[config.mk]
export PLATFORM = sky130hd
export DESIGN_NAME = filled_circle_span_generator
export DESIGN_NICKNAME = d
export VERILOG_FILES = /design/src/hdl/fcsg_pkg.sv /design/src/hdl/filled_circle_span_generator.sv
export SDC_FILE = /design/constraint.sdc
export NUM_CORES = 1
export LEC_CHECK = 0
export BUFFER_PORTS_ARGS = -buffer_cell sky130_fd_sc_hd__buf_2
export CELL_PAD_IN_SITES_DETAIL_PLACEMENT = 2
export CELL_PAD_IN_SITES_GLOBAL_PLACEMENT = 2
export CORE_UTILIZATION = 41
export CTS_CLUSTER_SIZE = 8
export DETAILED_ROUTE_END_ITERATION = 12
export PLACE_DENSITY_LB_ADDON = 0.25
export SLEW_MARGIN = 25
export SYNTH_ARGS = -nofsm -noshare
export SYNTH_HDL_FRONTEND = slang
export SYNTH_SLANG_ARGS = --single-unit
[constraint.sdc]
create_clock -name clk -period 6.8 [get_ports clk]
set_clock_uncertainty 0.2 [all_clocks]
set_input_delay 0.68 -clock clk [delete_from_list [all_inputs] [get_ports clk]]
set_output_delay 0.68 -clock clk [all_outputs]
set_load 0.02 [all_outputs]
[src/hdl/fcsg_pkg.sv]
// shared types and constants for the filled circle span generator
`default_nettype none

package fcsg_pkg;

    localparam int COORD_WIDTH = 16;
    localparam int MAX_SPANS   = 4;
    localparam int SLOT_BITS   = $clog2(MAX_SPANS);

    typedef logic signed [COORD_WIDTH-1:0] coord_t;

    typedef enum logic
    {
        FUNC_START   = 1'b0,
        FUNC_ADVANCE = 1'b1
    } func_t;

    typedef struct packed
    {
        func_t  func;
        coord_t center_x;
        coord_t center_y;
        coord_t radius;
    } req_t;

    typedef struct packed
    {
        logic   span_valid;
        coord_t span_left;
        coord_t span_right;
        coord_t span_row;
        logic   last;
        logic   done_res;
    } res_t;

    typedef struct packed
    {
        coord_t left;
        coord_t right;
        coord_t row;
    } span_t;

    localparam coord_t COORD_ONES  = '1;
    localparam coord_t DELTA_E_INIT = coord_t'(3);

endpackage

`default_nettype wire

[src/hdl/filled_circle_span_generator.sv]
// midpoint filled circle rasteriser emitting horizontal spans
//
//  channel | valid     | stall     | payload
//  --------+-----------+-----------+----------------------------------------
//  request | req_valid | req_stall | req : func, center_x, center_y, radius
//  result  | res_valid | res_stall | res : span, last, done_res
//
// one request register feeds the iteration logic, which fills a four entry
// span buffer at once; the buffer drains one result per cycle while res_stall
// is low. an item gives 1 to 4 results, and the next item is loaded as the
// last result leaves.
// reset clears the circle state but sets delta_e to three; prior sentinels go to all ones.
// a stalled result holds the buffer; the request register holds one more item.
`default_nettype none

module filled_circle_span_generator
(
    input  wire logic           clk,
    input  wire logic           rst_n,
    input  wire logic           req_valid,
    output      logic           req_stall,
    input  wire fcsg_pkg::req_t req,
    output      logic           res_valid,
    input  wire logic           res_stall,
    output      fcsg_pkg::res_t res
);
    import fcsg_pkg::*;

    // request register
    logic   req_valid_reg;
    req_t   req_reg;

    // circle state
    logic   active_reg, active_next;
    coord_t center_col_reg, center_col_next;
    coord_t center_row_reg, center_row_next;
    coord_t step_x_reg, step_x_next;
    coord_t step_y_reg, step_y_next;
    coord_t prior_x_reg, prior_x_next;
    coord_t prior_y_reg, prior_y_next;
    coord_t decision_reg, decision_next;
    coord_t delta_e_reg, delta_e_next;
    coord_t delta_se_reg, delta_se_next;

    // span buffer
    logic                 buf_valid_reg;
    logic [SLOT_BITS-1:0] idx_reg;
    logic [SLOT_BITS-1:0] last_idx_reg, last_idx_next;
    logic                 empty_reg, empty_next;
    logic                 done_reg;
    span_t                span_reg [MAX_SPANS];
    span_t                span_next [MAX_SPANS];

    logic   res_take, finishing, load, run, is_start;
    coord_t cx, cy, x, y, df, de, dse, px, py;
    coord_t cx_new, cy_new;
    span_t  a0, a1, b0, b1;
    logic [1:0] a_n, b_n;
    logic [2:0] n_spans;

    assign res_take  = buf_valid_reg && !res_stall;
    assign finishing = res_take && (idx_reg == last_idx_reg);
    assign load      = req_valid_reg && (!buf_valid_reg || finishing);
    assign req_stall = req_valid_reg && !load;

    always_comb
    begin
        is_start = (req_reg.func == FUNC_START);
        run      = is_start ? (req_reg.radius > 0) : active_reg;

        if (is_start)
        begin
            x   = req_reg.center_x;
            y   = req_reg.center_y;
            cx  = '0;
            cy  = req_reg.radius;
            px  = COORD_ONES;
            py  = COORD_ONES;
            df  = coord_t'(1) - req_reg.radius;
            de  = DELTA_E_INIT;
            dse = coord_t'(5) - (req_reg.radius <<< 1);
        end
        else
        begin
            x   = center_col_reg;
            y   = center_row_reg;
            cx  = step_x_reg;
            cy  = step_y_reg;
            px  = prior_x_reg;
            py  = prior_y_reg;
            df  = decision_reg;
            de  = delta_e_reg;
            dse = delta_se_reg;
        end

        a0 = '{left: x - cx, right: x + cx, row: (cy > 0) ? y + cy : y};
        a1 = '{left: x - cx, right: x + cx, row: y - cy};
        b0 = '{left: x - cy, right: x + cy, row: (cx > 0) ? y - cx : y};
        b1 = '{left: x - cy, right: x + cy, row: y + cx};

        a_n = (py != cy) ? ((cy > 0) ? 2'd2 : 2'd1) : 2'd0;
        b_n = ((px != cx) && (cx != cy)) ? ((cx > 0) ? 2'd2 : 2'd1) : 2'd0;
        n_spans = {1'b0, a_n} + {1'b0, b_n};

        for (int i = 0; i < MAX_SPANS; i++)
        begin
            span_next[i] = '0;
        end
        case (a_n)
            2'd0:
            begin
                span_next[0] = b0;
                span_next[1] = b1;
            end
            2'd1:
            begin
                span_next[0] = a0;
                span_next[1] = b0;
                span_next[2] = b1;
            end
            default:
            begin
                span_next[0] = a0;
                span_next[1] = a1;
                span_next[2] = b0;
                span_next[3] = b1;
            end
        endcase

        // midpoint update
        cx_new = cx + coord_t'(1);
        cy_new = (df < 0) ? cy : cy - coord_t'(1);

        active_next     = active_reg;
        center_col_next = center_col_reg;
        center_row_next = center_row_reg;
        step_x_next     = step_x_reg;
        step_y_next     = step_y_reg;
        prior_x_next    = prior_x_reg;
        prior_y_next    = prior_y_reg;
        decision_next   = decision_reg;
        delta_e_next    = delta_e_reg;
        delta_se_next   = delta_se_reg;

        if (run)
        begin
            active_next     = (cx_new <= cy_new);
            center_col_next = x;
            center_row_next = y;
            step_x_next     = cx_new;
            step_y_next     = cy_new;
            prior_x_next    = cx;
            prior_y_next    = cy;
            decision_next   = (df < 0) ? df + de : df + dse;
            delta_e_next    = de + coord_t'(2);
            delta_se_next   = (df < 0) ? dse + coord_t'(2) : dse + coord_t'(4);
        end
        else if (is_start)
        begin
            active_next = 1'b0;
        end

        empty_next    = !run || (n_spans == 3'd0);
        last_idx_next = empty_next ? '0 : SLOT_BITS'(n_spans - 3'd1);
        if (empty_next)
        begin
            span_next[0] = '0;
        end
    end

    always_ff @(posedge clk or negedge rst_n)
    begin
        if (!rst_n)
        begin
            req_valid_reg  <= 1'b0;
            buf_valid_reg  <= 1'b0;
            idx_reg        <= '0;
            active_reg     <= 1'b0;
            center_col_reg <= '0;
            center_row_reg <= '0;
            step_x_reg     <= '0;
            step_y_reg     <= '0;
            prior_x_reg    <= COORD_ONES;
            prior_y_reg    <= COORD_ONES;
            decision_reg   <= '0;
            delta_e_reg    <= DELTA_E_INIT;
            delta_se_reg   <= '0;
        end
        else
        begin
            if (req_valid && !req_stall)
            begin
                req_valid_reg <= 1'b1;
            end
            else if (load)
            begin
                req_valid_reg <= 1'b0;
            end

            if (load)
            begin
                buf_valid_reg  <= 1'b1;
                idx_reg        <= '0;
                active_reg     <= active_next;
                center_col_reg <= center_col_next;
                center_row_reg <= center_row_next;
                step_x_reg     <= step_x_next;
                step_y_reg     <= step_y_next;
                prior_x_reg    <= prior_x_next;
                prior_y_reg    <= prior_y_next;
                decision_reg   <= decision_next;
                delta_e_reg    <= delta_e_next;
                delta_se_reg   <= delta_se_next;
            end
            else if (finishing)
            begin
                buf_valid_reg <= 1'b0;
            end
            else if (res_take)
            begin
                idx_reg <= idx_reg + SLOT_BITS'(1);
            end
        end
    end

    // payload registers
    always_ff @(posedge clk)
    begin
        if (req_valid && !req_stall)
        begin
            req_reg <= req;
        end
        if (load)
        begin
            for (int i = 0; i < MAX_SPANS; i++)
            begin
                span_reg[i] <= span_next[i];
            end
            last_idx_reg <= last_idx_next;
            empty_reg    <= empty_next;
            done_reg     <= !active_next;
        end
    end

    assign res_valid       = buf_valid_reg;
    assign res.span_valid  = !empty_reg;
    assign res.span_left   = span_reg[idx_reg].left;
    assign res.span_right  = span_reg[idx_reg].right;
    assign res.span_row    = span_reg[idx_reg].row;
    assign res.last        = (idx_reg == last_idx_reg);
    assign res.done_res    = done_reg;

    // the read slot never runs past the last filled slot
    a_idx_in_range: assert property (@(posedge clk) disable iff (!rst_n)
        buf_valid_reg |-> (idx_reg <= last_idx_reg))
        else $error("span index beyond last slot");

    // an empty result is always the only result of its transaction
    a_empty_single: assert property (@(posedge clk) disable iff (!rst_n)
        (buf_valid_reg && empty_reg) |-> (last_idx_reg == '0))
        else $error("empty result with further results");

    // an active circle keeps step_x no greater than step_y
    a_active_order: assert property (@(posedge clk) disable iff (!rst_n)
        active_reg |-> (step_x_reg <= step_y_reg))
        else $error("active circle with step_x above step_y");

    // a stalled result does not advance the buffer
    a_stall_holds: assert property (@(posedge clk) disable iff (!rst_n)
        (buf_valid_reg && res_stall) |=> (buf_valid_reg && $stable(idx_reg)))
        else $error("span buffer moved under stall");

endmodule

`default_nettype wire
After elaboration in Yosys (flattened, before gate mapping)
Memory sizes are Yosys's and may differ from the RTL's.
Index checks and enable logic that the tools add are counted.
W data, S select, Z words.

cells by class
  equal/unequal tests = 6
  $add $sub $neg = 20
  reductions and logical operators = 23
  muxes and demuxes = 34
  $lt $le $gt $ge = 5

operator list
  cell                     count
  $mux W16                 14
  $pmux W96 S2             1
  $add A16 B16 Y16         6
  $mux W48                 2
  $pmux W48 S2             1
  $sub A16 B16 Y16         4
  $gt A16 B1 Y1 const B    3
  $ne A16 B16 Y1           3
  $add A16 B3 Y16 const B  2
  $add A16 B2 Y16 const B  1
  $add A16 B4 Y16 const B  1
  $le A16 B16 Y1           1
  $lt A16 B1 Y1 const B    1
  $sub A16 B2 Y16 const B  1
  $sub A2 B16 Y16 const A  1
  $sub A4 B16 Y16 const A  1
  $mux W2                  7
  $mux W1                  9
  $logic_not A1 Y1         7
  $logic_and A1 B1 Y1      6
  $reduce_bool A2 Y1       3
  $reduce_and A2 Y1        2
  $add A2 B2 Y3            1
  $logic_not A3 Y1         1
  8 further kinds          9

storage, ports and cells
  memories kept = 1
  memory bits (writable) = 192
  word-level logic and storage cells = 109
  output and inout port bits = 53
  flip-flop bits (word level) = 202

memories
  memory    words  bits a word  read ports  clocked after memory_dff  write ports  RTL line                            RTL
  span_reg  4      48           1           0                         4            filled_circle_span_generator.sv:51  span_t span_reg [MAX_SPANS];

Longest topological paths before layout
Gate-level depths: netlist (run 1).

  word-level depth = 10
  gate-level depth with buffers = 23
  depth with buffers taken out = 20

Worst setup path before layout (run 1)
OpenSTA, ideal clock, no wires.

  path kind = register to register
  from = reg idx_reg[0]
  to = reg done_reg (enable)
  cell stages (with the launch flop) = 7
  arrival = 4.816 ns
  required time = 6.056 ns
  setup slack = 1.241 ns
  buffers on the path = 1
  cell sequence = dfrtp_1 > clkbuf_1 > xnor2_1 > nand2_1 > o21ai_0 > nand2_1 > inv_1

between the ends
  longest elaborated chain between the ends = 4

RTL lines
  element                   RTL line                             RTL
  start: declaration        filled_circle_span_generator.sv:47   logic [SLOT_BITS-1:0] idx_reg;
  start signal: assignment  filled_circle_span_generator.sv:221  idx_reg <= idx_reg + SLOT_BITS'(1);
  $eq A2 B2 Y1              filled_circle_span_generator.sv:62   assign finishing = res_take && (idx_reg == last_idx_reg);
  $logic_and A1 B1 Y1       filled_circle_span_generator.sv:62
  $logic_or A1 B1 Y1        filled_circle_span_generator.sv:63   assign load = req_valid_reg && (!buf_valid_reg || finishing);
  $logic_and A1 B1 Y1       filled_circle_span_generator.sv:63
  net load                  filled_circle_span_generator.sv:54   logic res_take, finishing, load, run, is_start;
  end signal: assignment    filled_circle_span_generator.sv:241  done_reg <= !active_next;
  end: declaration          filled_circle_span_generator.sv:50   logic done_reg;

The timed path passes the listed nets, and every way through them passes these cells.
A chain may end at the register's enable or synchronous reset.

==> results of run 1 <==
kinds of logic after synthesis:
group	after synthesis	synth area share, %
flip-flops	390	42.3
XOR/XNOR	207	6.97
adder cells (fa/ha/maj)	173	8.61
buffers and inverters	271	4.57
AO/OA/AOI/OAI	604	14.7
multiplexers	122	7.11
AND/OR/NAND/NOR	904	15.8
cell usage in the layout, fill, tap and decap left out, types with 22 or more instances in the layout:
cell type,Yosys,final
a21o_1,26,26
a21oi_1,140,140
buf_2,43,104
buf_4,17,51
clkbuf_1,69,42
clkbuf_16,0,56
dfrtp_1,115,113
dfstp_2,34,34
edfxtp_1,241,241
ha_1,163,163
inv_1,115,114
mux2_2,29,29
mux2i_1,45,44
mux4_2,47,47
nand2_1,363,363
nand2b_1,36,36
nand3_1,41,41
nor2_1,255,254
nor2b_1,37,37
nor3_1,49,49
o21ai_0,187,187
o21bai_1,22,22
o22ai_1,35,35
xnor2_1,128,128
xor2_1,79,79
stage by stage:
| stage | utilization (%) | setup slack, ps | total power (W) | hold slack [ps] | instance area, um^2 |
|---|---|---|---|---|---|
| detailed placement | 44.0 | 1130 | 0.0141 | 262 | 27300 |
| global placement | 44.0 | 1280 | 0.0135 | 252 | 27300 |
| floorplan | - | 1240 | 0.0107 | 184 | 26000 |
| CTS | 46.6 | 1050 | 0.0170 | 8.39 | 29000 |
| finish | 46.7 | 1010 | 0.0170 | -15.1 | 29000 |
| global route | 46.7 | 671 | 0.0179 | 24.3 | 29000 |
final cells by class:
class,instances,area (um^2)
clock buffer,99,1570
clock inverter,6,87.6
fill,6629,33100
inverter,117,444
multi-input combinational,2010,13900
sequential,390,11000
tap,837,1050
timing repair buffer,160,1000
worst max-delay path: stages (launching register included):
cell,delay (ps)
edfxtp_1,850
buf_12,380
nor2_1,110
a21oi_1,370
ha_1,260
nand2_1,120
or2_2,360
o21ai_1,160
nand2_2,380
inv_2,170
ha_1,200
fa_1,440
inv_1,80
ha_1,140
a21oi_1,60
buf_4,230
inv_1,110
buf_4,480
nor3_1,90
a31oi_1,170
nand2_1,80
worst max-delay path by stage:
stage	start	to	slack, ps	cells after the start
global route	req_reg[48]	span_reg[0][15]	670	20
detailed placement	req_reg[2]	decision_reg[14]	1130	17
CTS	req_reg[48]	span_reg[0][15]	1050	20
floorplan	idx_reg[0]	done_reg	1240	6
finish	req_reg[48]	span_reg[0][15]	1010	20
global placement	req_reg[48]	span_reg[0][15]	1280	18
routing by layer:
layer	vias up	GRT usage [%]
met3	172	3.81
met5	-	0
li1	9642	-
met4	0	12.7
met1	11293	40.7
met2	564	52.6
power groups by stage:
stage	clock (W)	sequential (W)	combinational [W]
detailed placement	0	0.00456	0.00957
global route	0.00284	0.00461	0.0105
finish	0.00272	0.00454	0.00978
CTS	0.00276	0.00454	0.00966
global placement	0	0.00445	0.00902
floorplan	0	0.00428	0.00640
==> metrics.txt, run 1 <==
outcome complete, but fails checks; failing checks negative hold slack; unrepaired setup endpoints after global routing no; FP Rows 91; Synth Flop Type edfxtp_1; largest net degree at the start of global routing 188; Post-Syn Area 26000 um^2; Longest Clk Path Bufs 3; Hold WC Path Type in -> async; GP Congestion 0.965; number of flip-flops in the largest register 188; critical path class reg -> reg; top cells by area, synth edfxtp_1 28%, dfrtp_1 11%, ha_1 7.8%; Final Net Count 2961; Die ar. 64500 um^2; commonest cells in the synthesized netlist 363 x nand2_1, 255 x nor2_1, 241 x edfxtp_1; clock latency at the later pin of the worst-skew pair 630 ps; initial antenna violation count 0; share of the synthesized area in the top cell type 27.8%; mean area per synthesized cell 9.74 um^2; wire per inst 27.9 um; Placed Cells 3513; drt pass-1 iters 5; Arr. time, crit path 5960 ps; metal3 WL 4730 um; Critical Path End Type flip-flop; share of layout cells above drive strength 1 13.6%; Lkg Pwr 11.8 nW; worst-case reg-to-reg path depth 20; DP HPWL 74300 um; slew margin rel. 34.9%; post-CTS resize count 0; Final Cycle Share 85.1%; Yosys top cell by area edfxtp_1; CP required 6970 ps; Max-cap violations 0; DIE HEIGHT 254 um; Setup Buffers After CTS 0; CTS buffer count 56; Routed met2 length 48800 um; register area share after synthesis 42.3%; P&R area growth vs syn 11.5%; global route total overflow 0; worst reg-to-reg setup slack 1010 ps; internal power 0.00884 W; Worst Tran Pin Value 977 ps; CP Launch Type flip-flop; clock share of power 15.9%; max-slew violations 0; CTS root buf clkbuf_16; Synth Instances 2671; Seq pwr share 26.6%; Syn. warnings 0; Initial Utilization 41.9%; r2r endpoint span_reg[0][15]; pwr/cell area 587 nW/um^2; Crit Reg-Reg Startpoint req_reg[48]; Synth cell types 94; Clock Sinks 390; maximum VDD drop 0.277 mV; htree depth 2; GRT Total Usage 31.3%; Initial DRC Count 1446; most common cell in the netlist nand2_1; CTS tree yes; switch share 48.1%; FFs w/ async S/R, synth 38.2%; M1 wire length 43300 um; Chip Width 254 um; first-pass GRT wire length 150000 um; post-route insts no fill 3619; Clock transition at path regs 60 ps; achievable frequency 0.173 GHz; Via Count 21671; endpoints failing setup 0; Synth Register Bits 390; DRC 0; vias per cell 5.99; Syn Nets 2897; vias in the first global route 23433; CTS Hold Bufs 0; number of synthesized flops with an enable pin 241; Sw Pwr 0.00819 W; Crit Path Max Fanout 72; antenna-violating nets left 0; crit path time final 5790 ps; ANT cells 0; final WL 101000 um; final-report hold violation count 3; PortBufs 105; uppermost routed layer met4; top-level port count 106; Gate power share 57.4%; Core Area 62200 um^2; Final TNS setup 0 ps; WHS -15.1 ps
No activity file was read; power rests on OpenSTA's default activity.
==> run 2, diff against run 1 <==
==> constraint.sdc (replaced) <==
create_clock -name clk -period 6.8 [get_ports clk]
set_clock_uncertainty 0.2 [all_clocks]
set_input_delay 1.7 -clock clk [delete_from_list [all_inputs] [get_ports clk]]
set_output_delay 1.7 -clock clk [all_outputs]
set_load 0.02 [all_outputs]
==> run 2 against run 1 <==
Against the previous run:
- the run now ends clean
- sequential cell count unchanged
- largest cell class unchanged
- sequential power up 1%
- clock power shrank 4%
- first-iteration DRC count decreased by 2.4%
- sequential share of layout area up 0.15 points
- wire length shrank 0.50%
==> metrics.txt, run 2 (same netlist as run 1, synthesis figures left out) <==
Initial DRC Count 1412 (-2.4%); Arr. time, crit path 6100 ps (+140 ps); CP Launch Type flip-flop; antenna-violating nets left 0 (unchanged); Critical Path End Type flip-flop; DP HPWL 72900 um (-1.9%); Worst Tran Pin Value 1010 ps (+36.3 ps); GP Congestion 0.950 (-1.5%); CTS buffer count 55 (-1.8%); number of flip-flops in the largest register 188 (unchanged); first-pass GRT wire length 151000 um (+0.59%); GRT Total Usage 31.5% (+0.20 points); Hold Path End center_col_reg[12]; post-CTS resize count 0 (unchanged); Via Count 21692 (+0.097%); Die ar. 64500 um^2 (unchanged); ANT cells 0 (unchanged); maximum VDD drop 0.286 mV (+3.0%); clock latency at the later pin of the worst-skew pair 620 ps (about the same); largest net degree at the start of global routing 141 (-25%); CP top delay family compound AO/OA/AOI/OAI gates; CP Cell Sequence buf_4 -> o211ai_1 -> a2111oi_0 -> a41oi_1 -> or4b_1 -> nand2_2 -> inv_2 -> ha_1 -> fa_1 -> inv_1 -> ha_1 -> a21oi_1 -> buf_4 -> inv_1 -> buf_4 -> a211oi_1; Final Net Count 2958 (-0.10%); DIE HEIGHT 254 um (unchanged); Hold Crit Depth 2; r2r endpoint span_reg[0][35]; Clock transition at path regs 60 ps (about the same); wire per inst 27.9 um (-0.19%); Final TNS setup 0 ps (unchanged); vias per cell 6.01 (+0.40%); CP max-delay cell edfxtp_1; worst-case reg-to-reg path depth 16 (-20%); Lkg Pwr 11.8 nW (-0.42%); achievable frequency 0.169 GHz (-2.1%); initial antenna violation count 2 (+2); FP Rows 91 (unchanged); CTS root buf clkbuf_16; Filler Cell Count 6670 (+0.62%); crit path time final 5910 ps (+124 ps); final-report hold violation count 0 (-3); outcome completed; Buf/Inv on CP 6 (unchanged); P&R area growth vs syn 11.1%; htree depth 2 (unchanged); min-delay src center_col_reg[12]; Worst path max stage delay 750 ps (-100 ps); CTS tree yes; endpoints failing setup 0 (unchanged); Longest Clk Path Bufs 3 (unchanged); WHS 276 ps (+291 ps); slew margin rel. 32.3% (-2.6 points); critical path class reg -> reg; final WL 101000 um (-0.50%); Core Area 62200 um^2 (unchanged); max-slew violations 0 (unchanged); commonest non-fill, non-tap cell in the layout nand2_1; Chip Width 254 um (unchanged); Final Cycle Share 86.9% (+1.8 points); Crit Path Max Fanout 27 (-63%); Crit Reg-Reg Startpoint req_reg[48]; drt pass-1 iters 5 (unchanged); Most Frequent Cell on Critical Path buf_4; most frequent cells in the layout 363 x nand2_1, 254 x nor2_1, 241 x edfxtp_1; share of layout cells above drive strength 1 13.5% (-0.13 points); Setup Buffers After CTS 0 (unchanged); CTS Hold Bufs 0 (unchanged); DRC 0 (unchanged); PortBufs 105 (unchanged); global route total overflow 0 (unchanged); area occupied by multi-input gates 13900 um^2 (about the same); vias in the first global route 23566 (+0.57%); Hold WC Path Type reg -> reg; worst reg-to-reg setup slack 890 ps (-120 ps); pwr/cell area 586 nW/um^2 (-0.18%); Clock Sinks 390 (unchanged); CP required 6990 ps (+20 ps); Max-cap violations 0 (unchanged); unrepaired setup endpoints after global routing no; Initial Utilization 41.9% (unchanged); top-level port count 106 (unchanged); total power draw 0.0169 W (-0.57%); sequential cell area 11000 um^2 (unchanged)
## run 2: layout make-up
| class | instances | area share (%) |
|---|---|---|
| inverter | 117 | 1.54 |
| tap | 837 | 3.62 |
| multi-input combinational | 2010 | 47.9 |
| sequential | 390 | 38.1 |
| clock inverter | 3 | 0.0996 |
| timing repair buffer | 158 | 3.35 |
| clock buffer | 93 | 5.36 |
## run 2: metal layers
| metal | vias up | track usage (%) | wire length (um) |
|---|---|---|---|
| met1 | 11166 | 41.0 | 43300 |
| met4 | 2 | 12.8 | 4410 |
| li1 | 9624 | - | - |
| met5 | - | 0 | 11 |
| met2 | 676 | 53.0 | 47800 |
| met3 | 224 | 3.84 | 4990 |
## run 2: per-stage QoR
step / instance area, um^2 / utilization [%] / std cells / worst slack [ps]
2_1_floorplan: 26000 / - / 2671 / 312
3_3_place_gp: 27300 / 44.0 / 3512 / 1340
3_5_place_dp: 27300 / 44.0 / 3512 / 996
4_1_cts: 28900 / 46.5 / 3608 / 921
5_1_grt: 28900 / 46.5 / 3608 / 656
6_report: 28900 / 46.5 / 3608 / 891
## run 2: power breakdown
group | switching (W) | leakage (nW) | internal (W) | total [W]
combinational | 0.00645 | 6.95 | 0.00329 | 0.00974
sequential | 0.000645 | 4.07 | 0.00394 | 0.00459
clock | 0.00108 | 0.753 | 0.00153 | 0.00261
## run 2: tightest hold or removal path, cell delays in order, from the launching register on
cell,delay (ps)
dfrtp_1,340
nand2_1,50
nand2_1,60
## run 2: how the worst max path moves through the flow
stage                      startpoint               end  slack (ps)  cells past startpoint
after detailed placement  req_reg[48]   span_reg[0][35]        1000                     16
final                     req_reg[48]   span_reg[0][35]         890                     16
after global routing       req_reg[2]  decision_reg[14]         660                     17
after global placement    req_reg[48]   span_reg[0][15]        1340                     18
after floorplan             res_stall          done_reg         310                      3
after CTS                 req_reg[48]   span_reg[0][35]         920                     16
